--- src/design/gts_pkg.sv ---
// ============================================================================
// gts_pkg - shared types and constants of the pan/tilt gaze angle solver
// Angle constants, CORDIC arctangent table, status codes, item and config types.
// ============================================================================
package gts_pkg;

  localparam int CORDIC_STEPS = 20;
  localparam int NORM_STAGES  = 7;
  localparam int ATAN_LAT     = 1 + NORM_STAGES + CORDIC_STEPS;
  localparam int SQRT_LAT     = 32;
  // back pipeline taps (index into the stage array)
  localparam int SQRT_TAP     = 5;
  localparam int ATAN_TAP     = SQRT_TAP + SQRT_LAT;
  localparam int LAST_TAP     = ATAN_TAP + ATAN_LAT;
  localparam int NSTG         = LAST_TAP + 1;

  localparam int QDEPTH = 2;

  localparam logic signed [24:0] ANG_PI     = 25'sd3294199;
  localparam logic signed [26:0] ANG_TWO_PI = 27'sd6588398;

  localparam logic [24:0] ATAN_TAB [CORDIC_STEPS] = '{
    25'd823550, 25'd486170, 25'd256879, 25'd130396, 25'd65451, 25'd32757,
    25'd16383, 25'd8192, 25'd4096, 25'd2048, 25'd1024, 25'd512, 25'd256,
    25'd128, 25'd64, 25'd32, 25'd16, 25'd8, 25'd4, 25'd2
  };

  typedef enum logic [2:0] {
    ST_OK            = 3'd0,
    ST_YAW_ZERO      = 3'd1,
    ST_YAW_UNREACH   = 3'd2,
    ST_PITCH_ZERO    = 3'd3,
    ST_PITCH_UNREACH = 3'd4
  } status_e;

  typedef enum logic [3:0] {
    CFG_YAW_TERM   = 4'd0,
    CFG_PITCH_TERM = 4'd1,
    CFG_SHIFT_X    = 4'd2,
    CFG_SHIFT_Y    = 4'd3,
    CFG_SHIFT_Z    = 4'd4,
    CFG_ROW_A      = 4'd5,
    CFG_ROW_B      = 4'd6,
    CFG_ROW_C      = 4'd7
  } cfg_idx_e;

  typedef struct packed {
    logic signed [31:0] k_yaw;
    logic signed [31:0] k_pitch;
    logic signed [31:0] shift_x;
    logic signed [31:0] shift_y;
    logic signed [31:0] shift_z;
    logic [62:0]        row_a;
    logic [62:0]        row_b;
    logic [62:0]        row_c;
  } cfg_t;

  typedef struct packed {
    logic               zero;
    logic               gx_neg;
    logic signed [31:0] gx;
    logic signed [31:0] gy;
    logic signed [31:0] gz;
  } item_t;

endpackage

--- src/design/gts_front.sv ---
// ============================================================================
// gts_front - input side of the solver
// Accepts gaze words, flags zero-length points and negative x, and queues them.
// ============================================================================
module gts_front import gts_pkg::*; (
  input  logic               clk_i,
  input  logic               rst_ni,
  input  logic               start_i,
  output logic               busy_o,
  input  logic signed [31:0] gaze_x_i,
  input  logic signed [31:0] gaze_y_i,
  input  logic signed [31:0] gaze_z_i,
  output logic               q_valid_o,
  output item_t              q_item_o
);

  localparam int PW = $clog2(QDEPTH);

  item_t          mem_q [QDEPTH];
  logic [PW-1:0]  wr_q, wr_d, rd_q, rd_d;
  logic [PW:0]    cnt_q, cnt_d;
  logic           push, pop;
  item_t          item_in;

  assign busy_o    = (cnt_q == (PW+1)'(QDEPTH));
  assign push      = start_i && !busy_o;
  // back end never stalls, so the head word leaves as soon as it is there
  assign pop       = (cnt_q != '0);
  assign q_valid_o = pop;
  assign q_item_o  = mem_q[rd_q];

  always_comb begin
    item_in.gx     = gaze_x_i;
    item_in.gy     = gaze_y_i;
    item_in.gz     = gaze_z_i;
    item_in.zero   = (gaze_x_i == '0) && (gaze_y_i == '0) && (gaze_z_i == '0);
    item_in.gx_neg = gaze_x_i[31];
    wr_d  = push ? PW'((wr_q + 1'b1) % QDEPTH) : wr_q;
    rd_d  = pop  ? PW'((rd_q + 1'b1) % QDEPTH) : rd_q;
    cnt_d = cnt_q + (PW+1)'(push) - (PW+1)'(pop);
  end

  always_ff @(posedge clk_i or negedge rst_ni) begin
    if (!rst_ni) begin
      wr_q  <= '0;
      rd_q  <= '0;
      cnt_q <= '0;
    end else begin
      wr_q  <= wr_d;
      rd_q  <= rd_d;
      cnt_q <= cnt_d;
    end
  end

  always_ff @(posedge clk_i) begin
    if (push) begin
      mem_q[wr_q] <= item_in;
    end
  end

  assert property (@(posedge clk_i) disable iff (!rst_ni)
    cnt_q <= (PW+1)'(QDEPTH))
    else $error("queue count past depth");
  assert property (@(posedge clk_i) disable iff (!rst_ni)
    push && !pop |=> cnt_q == $past(cnt_q) + 1'b1)
    else $error("queue lost a word");
  assert property (@(posedge clk_i) disable iff (!rst_ni)
    cnt_q <= (PW+1)'(1))
    else $error("queue backed up although the back end drains every cycle");

endmodule

--- config.mk ---
export PLATFORM = sky130hd
export DESIGN_NAME = gts_front
export DESIGN_NICKNAME = d
export VERILOG_FILES = /design/src/design/gts_pkg.sv /design/src/design/gts_front.sv
export SDC_FILE = /design/constraint.sdc
export NUM_CORES = 1
export LEC_CHECK = 0
export BUFFER_PORTS_ARGS = -buffer_cell sky130_fd_sc_hd__buf_2
export CORE_MARGIN = 10
export CORE_UTILIZATION = 56
export DETAILED_ROUTE_END_ITERATION = 8
export PLACE_DENSITY = 0.94
export SYNTH_ARGS = -nofsm -noshare
export SYNTH_HDL_FRONTEND = slang
export SYNTH_SLANG_ARGS = --single-unit
--- constraint.sdc ---
create_clock -name clk_i -period 9.9 [get_ports clk_i]
set_clock_uncertainty 0.2 [all_clocks]
set_input_delay 2.97 -clock clk_i [delete_from_list [all_inputs] [get_ports clk_i]]
set_output_delay 2.97 -clock clk_i [all_outputs]
set_load 0.01 [all_outputs]
==> reports/metrics.cfg, run 1 <==
[yosys]
synth_enable_flop_cells=194
yosysTopAreaCell=edfxtp_1
yosys.area_share.adder_pct=0
synth_top_area_share_pct=79.3
synth_seq_area_share_pct=80.7
synth.distinct_cells=20
ys_top_cells_by_count=194 x edfxtp_1, 97 x mux2_2, 23 x nor4_1
synth_compound_area_share_pct=0
synth.most_common_cell=edfxtp_1
synth_area_sq_um=7350
async_reset_ff_share_pct=2.02
synth-simple-area-share_pct=3.41
ys_warn_count=0
synthFlopType=edfxtp_1
synth_top_family_by_area=multiplexers
yosys-top-cells-area=edfxtp_1 79%, mux2_2 15%, nor4_1 2.0%, dfrtp_1 1.4%, nand4_1 0.51%
ys_ff_latch=198
synth_cells=349
avgSynthCellArea_sq_um=21.1
muxShareOfSynthArea_pct=14.9
syn-num-nets=448
synthXorXnorAreaFrac_pct=0.238

[cts]
clkTransAtPathRegs_ns=0.06
clockBufferDepth=2
cts_buffers=17
clock_sinks=198
cts_tree=built
root_buffer=clkbuf_16
cts-hold-fix-buffers=0
cts-resized-gates=0
cts.htree.levels=4
insertion_delay_ns=0.42
cts_setup_buffers=0

[min_path]
hold_depth=1
hp-class=reg -> reg
min_to=cnt_q[1]$_DFF_PN0_
min_from=cnt_q[0]$_DFF_PN0_

[critical_path]
criticalPathCategory=reg -> out
reg2reg_from=cnt_q[1]$_DFF_PN0_
arrival_ns=2.56
reg2reg_depth=3
worstSetupEndpointType=primary output
worstSetupStartpointType=flip-flop
cp_max_fo=52
r2r_setup_slack_ns=7.51
r2r-end=mem_q[1][56]$_DFFE_PP_
cp.required_ns=6.73

[global_route]
antenna_found_initial=1
grt.total_usage_pct=17.8
grt_max_degree=85
grt_pass1_wl_um=24500
grt_overflow_total=0
grt_pass1_vias=4435

[route]
first_pass_iters=5
wire_per_inst_um=21.5
drc=0
drtIter0Drc=192
viasPerCell=5.40
vias=4020
drt-total-wl_um=16000
ant_nets=0

[power_and_ir_drop]
ir_drop_v=0.000154
power_leakage_nw=3.38
power_frac_seq_pct=46.6
internal_power_mw=1.82
p_sw_share_pct=28.4
comb_power_share_pct=26.6
clkPwrFrac_pct=26.7
p_per_area_nw_per_um2=278
switching_power_mw=0.721

[placement]
port_buffers=198
post-place-ws_ns=4.61
dp.cells=711
place.gp.congestion=0.807
dpl.hpwl_um=11400

[floorplan]
initial_utilization_pct=57.7
num_rows=41
die-width_um=135
io_pins=199
die-area_sq_um=18100
core-area_sq_um=12700
die_h_um=135

[timing]
hold_violations=0
setup_viol=0
slew_violations=0
worstMarginPinSlew_ns=1.12
rsz0062_at_grt=false
fin_ws_ns=4.17
fmax_ghz=0.174
slew_headroom_pct=25.1
fin_crit_sh_pct=57.9
fin_setup_tns_ns=0
fin_crit_ns=5.73

[status]
status=finished, final reports clean

[job]
maxCapViolCount=0

[finish]
fin_nets=657
register_area_sq_um=5930
fillers=815
layout-drive-gt1-share_pct=58.5
area_growth_pct=24.3
multi_input_area_sq_um=1370
fin_cells=744

==> metrics by stage <==
step / hold WS [ns] / instance area, sq um / power (mW) / util (%)
2_1_floorplan: 0.260 / 7350 / 1.62 / -
3_3_place_gp: 0.278 / 8540 / 1.87 / 67.1
3_5_place_dp: 0.305 / 8540 / 1.89 / 67.1
4_1_cts: 0.324 / 9130 / 2.57 / 71.7
5_1_grt: 0.355 / 9130 / 2.65 / 71.8
6_report: 0.320 / 9130 / 2.54 / 71.8
==> sequential cells by signal (all words and copies together) (netlist names) <==
signal,flops
mem_q,194
cnt_q,2
rd_q,1
wr_q,1
==> cells in the final DEF, fill, tap and decap left out, drive strengths merged, types with 2 or more instances in the layout <==
cell,instances
buf,202
edfxtp,194
mux2,97
nor4,24
clkbuf,17
clkinv,7
nand4,6
clkinvlp,4
dfrtp,4
bufinv,3
nand2b,2
inv,2
==> cells by family after synthesis <==
group | count (synthesis)
multiplexers | 97
buffers and inverters | 13
flip-flops | 198
XOR/XNOR | 2
AND/OR/NAND/NOR | 39
==> layer usage <==
layer  GRT usage [%]  up-vias  share of wire (%)
li1                -     1845                  -
met1            20.2     1977                 39
met2            30.0      172                 52
met3            6.08       26                7.6
met4            7.32        0                2.1
met5               0        -                  0
==> final cells by class <==
| cell class | instances | area share [%] |
|---|---|---|
| sequential | 198 | 64.9 |
| clock buffer | 17 | 4.66 |
| inverter | 1 | 0.0411 |
| timing repair buffer | 202 | 11.2 |
| multi-input combinational | 138 | 15.0 |
| clock inverter | 15 | 1.75 |
| tap | 172 | 2.36 |
| antenna | 1 | 0.0274 |
==> worst max-delay path by stage <==
stage	from	end	slack, ns	depth (start not counted)
floorplan	start_i	mem_q[0][0]$_DFFE_PP_	2.06	2
global placement	rd_q$_DFFE_PN0N_	q_item_o[61]	4.62	3
detailed placement	rd_q$_DFFE_PN0N_	q_item_o[61]	4.61	3
CTS	rd_q$_DFFE_PN0N_	q_item_o[61]	4.14	3
global route	rd_q$_DFFE_PN0N_	q_item_o[96]	4.05	3
finish	rd_q$_DFFE_PN0N_	q_item_o[97]	4.17	3
==> power by group through the flow <==
stage | Clock, mW | Sequential (mW) | Combinational, mW
after floorplan | 0 | 1.17 | 0.449
after global placement | 0 | 1.19 | 0.675
after detailed placement | 0 | 1.20 | 0.686
after CTS | 0.687 | 1.19 | 0.691
after global routing | 0.725 | 1.20 | 0.728
final | 0.678 | 1.18 | 0.676
==> worst max-delay path, cell delays in order, from the launching register on <==
cell and delay (ns):
dfrtp_4 0.82, buf_4 0.67, mux2_2 0.42, buf_2 0.15
Note: power is estimated with default switching activity, not from simulation.
==> inputs of run 2 (changes only) <==
- CORE_UTILIZATION: 56 -> 47
- PLACE_DENSITY: 0.94 -> 0.86
- clock period: 9.9 -> 5.12 ns (I/O delays scaled with it)
==> reports/metrics.cfg, run 2 (synthesis gave the netlist of run 1 again) <==
[finish]
antenna-diode-count=0  ; -1
largest_register_ffs=194  ; unchanged
reg_top3=mem_q: 194 flops, cnt_q: 2 flops
final_common_cell=buf_2
top_register=mem_q
layout_common_cells=198 x buf_2, 194 x edfxtp_1, 97 x mux2_2
fin_nets=658  ; +0.15%
layout-drive-gt1-share_pct=58.9  ; +0.42 points
final_util_pct=60.7  ; -11 points
area_growth_pct=26.0

[placement]
place.gp.congestion=0.752  ; -6.9%
port_buffers=198  ; unchanged
dpl.hpwl_um=11400  ; +0.74%
post-place-ws_ns=1.49  ; -3.12 ns

[cts]
clkTransAtPathRegs_ns=0.07  ; about the same
clock_sinks=198  ; unchanged
clockBufferDepth=2  ; unchanged
cts_setup_buffers=0  ; unchanged
insertion_delay_ns=0.43  ; about the same
cts_buffers=17  ; unchanged
cts-hold-fix-buffers=0  ; unchanged
cts_tree=built
cts-resized-gates=0  ; unchanged
cts.htree.levels=4  ; unchanged
root_buffer=clkbuf_16

[power_and_ir_drop]
p_per_area_nw_per_um2=547  ; +97%
power_frac_seq_pct=45.0  ; -1.6 points
switching_power_mw=1.43  ; +98%
p_sw_share_pct=28.2  ; -0.21 points
comb_power_share_pct=26.3  ; -0.3 points
internal_power_mw=3.64  ; +100%
ir_drop_v=0.000330  ; +110%
clkPwrFrac_pct=28.7  ; +2.0 points
power_leakage_nw=3.43  ; +1.4%

[route]
vias=4011  ; -0.22%
first_pass_iters=4  ; -1
drc=0  ; unchanged
wire_per_inst_um=20.7  ; -3.7%
drtIter0Drc=213  ; +11%
ant_nets=0  ; unchanged
viasPerCell=5.12  ; -5.2%
drt-total-wl_um=16200  ; +1.4%

[status]
status=finished, final reports clean

[critical_path]
worstSetupEndpointType=primary output
cp.required_ns=3.38  ; -3.35 ns
cp_max_fo=53  ; +1.9%
reg2reg_depth=3  ; unchanged
worstSetupStartpointType=flip-flop
r2r-end=mem_q[1][53]$_DFFE_PP_
arrival_ns=2.25  ; -0.31 ns
r2r_setup_slack_ns=2.73  ; -4.78 ns
reg2reg_from=cnt_q[0]$_DFF_PN0_
criticalPathCategory=reg -> out

[min_path]
hp-class=reg -> reg
min_to=cnt_q[1]$_DFF_PN0_
min_from=cnt_q[1]$_DFF_PN0_
hold_depth=1  ; unchanged

[timing]
fin_setup_tns_ns=0  ; unchanged
slew_violations=0  ; unchanged
rsz0062_at_grt=false
worst_hold_slack_ns=0.314  ; -0.00623 ns
slew_headroom_pct=54.1  ; +29 points
fin_crit_sh_pct=77.8
setup_viol=0  ; unchanged
fin_ws_ns=1.13  ; -3.03 ns
hold_violations=0  ; unchanged
worstMarginPinSlew_ns=0.688  ; -0.436 ns
fin_crit_ns=3.99
fmax_ghz=0.251

[global_route]
grt.total_usage_pct=15.3  ; -2.5 points
grt_pass1_vias=4439  ; +0.090%
grt_pass1_wl_um=25000  ; +2.4%
grt_max_degree=54  ; -36%
grt_overflow_total=0  ; unchanged
antenna_found_initial=0  ; -1

[floorplan]
io_pins=199  ; unchanged
num_rows=45  ; +9.8%
die-area_sq_um=21000  ; +16%
core-area_sq_um=15300  ; +20%
die-width_um=145  ; +7.8%
die_h_um=145  ; +7.8%
initial_utilization_pct=48.2  ; -9.6 points

[job]
maxCapViolCount=0  ; unchanged

## run 2: power by group through the flow
stage                     Clock, mW  Sequential, mW  Combinational [mW]
after global routing           1.55            2.31                1.45
after floorplan                   0            2.24               0.870
after CTS                      1.48            2.29                1.37
final                          1.45            2.28                1.33
after global placement            0            2.30                1.34
after detailed placement          0            2.32                1.36
## run 2: routing by layer
layer / up-vias / GRT usage (%) / part of all wire, %
li1: 1845 / - / -
met1: 1985 / 17.8 / 41
met2: 165 / 25.4 / 51
met3: 16 / 5.37 / 6.9
met4: 0 / 5.82 / 1.5
met5: - / 0 / 0
## run 2: worst max path at each step
stage	startpoint	end	slack [ns]	cells past startpoint
3_5_place_dp	gaze_x_i[7]	mem_q[1][97]$_DFFE_PP_	1.49	5
3_3_place_gp	gaze_y_i[30]	mem_q[0][97]$_DFFE_PP_	1.57	5
4_1_cts	rd_q$_DFFE_PN0N_	q_item_o[61]	1.08	3
2_1_floorplan	start_i	mem_q[0][0]$_DFFE_PP_	0.35	2
5_1_grt	rd_q$_DFFE_PN0N_	q_item_o[96]	1.03	3
6_report	rd_q$_DFFE_PN0N_	q_item_o[88]	1.13	3
## run 2: critical path: stages (launching register included)
cell	delay, ns
dfrtp_4	0.82
buf_12	0.36
mux2_2	0.39
buf_2	0.15
## run 2: final cells by class
type / instances / area [sq um]
fillers: 1130 / 6000
repair buffers: 203 / 1040
inverters: 1 / 3.75
multi-input cells: 138 / 1370
clock buffers: 17 / 425
well taps: 211 / 264
flip-flops and latches: 198 / 5930
clock inverters: 15 / 224
## run 2: stage by stage
step	instance area [sq um]	instances	power [mW]
2_1_floorplan	7350	349	3.11
3_3_place_gp	8610	751	3.64
3_5_place_dp	8610	751	3.68
4_1_cts	9260	783	5.14
5_1_grt	9260	783	5.31
6_report	9260	783	5.06
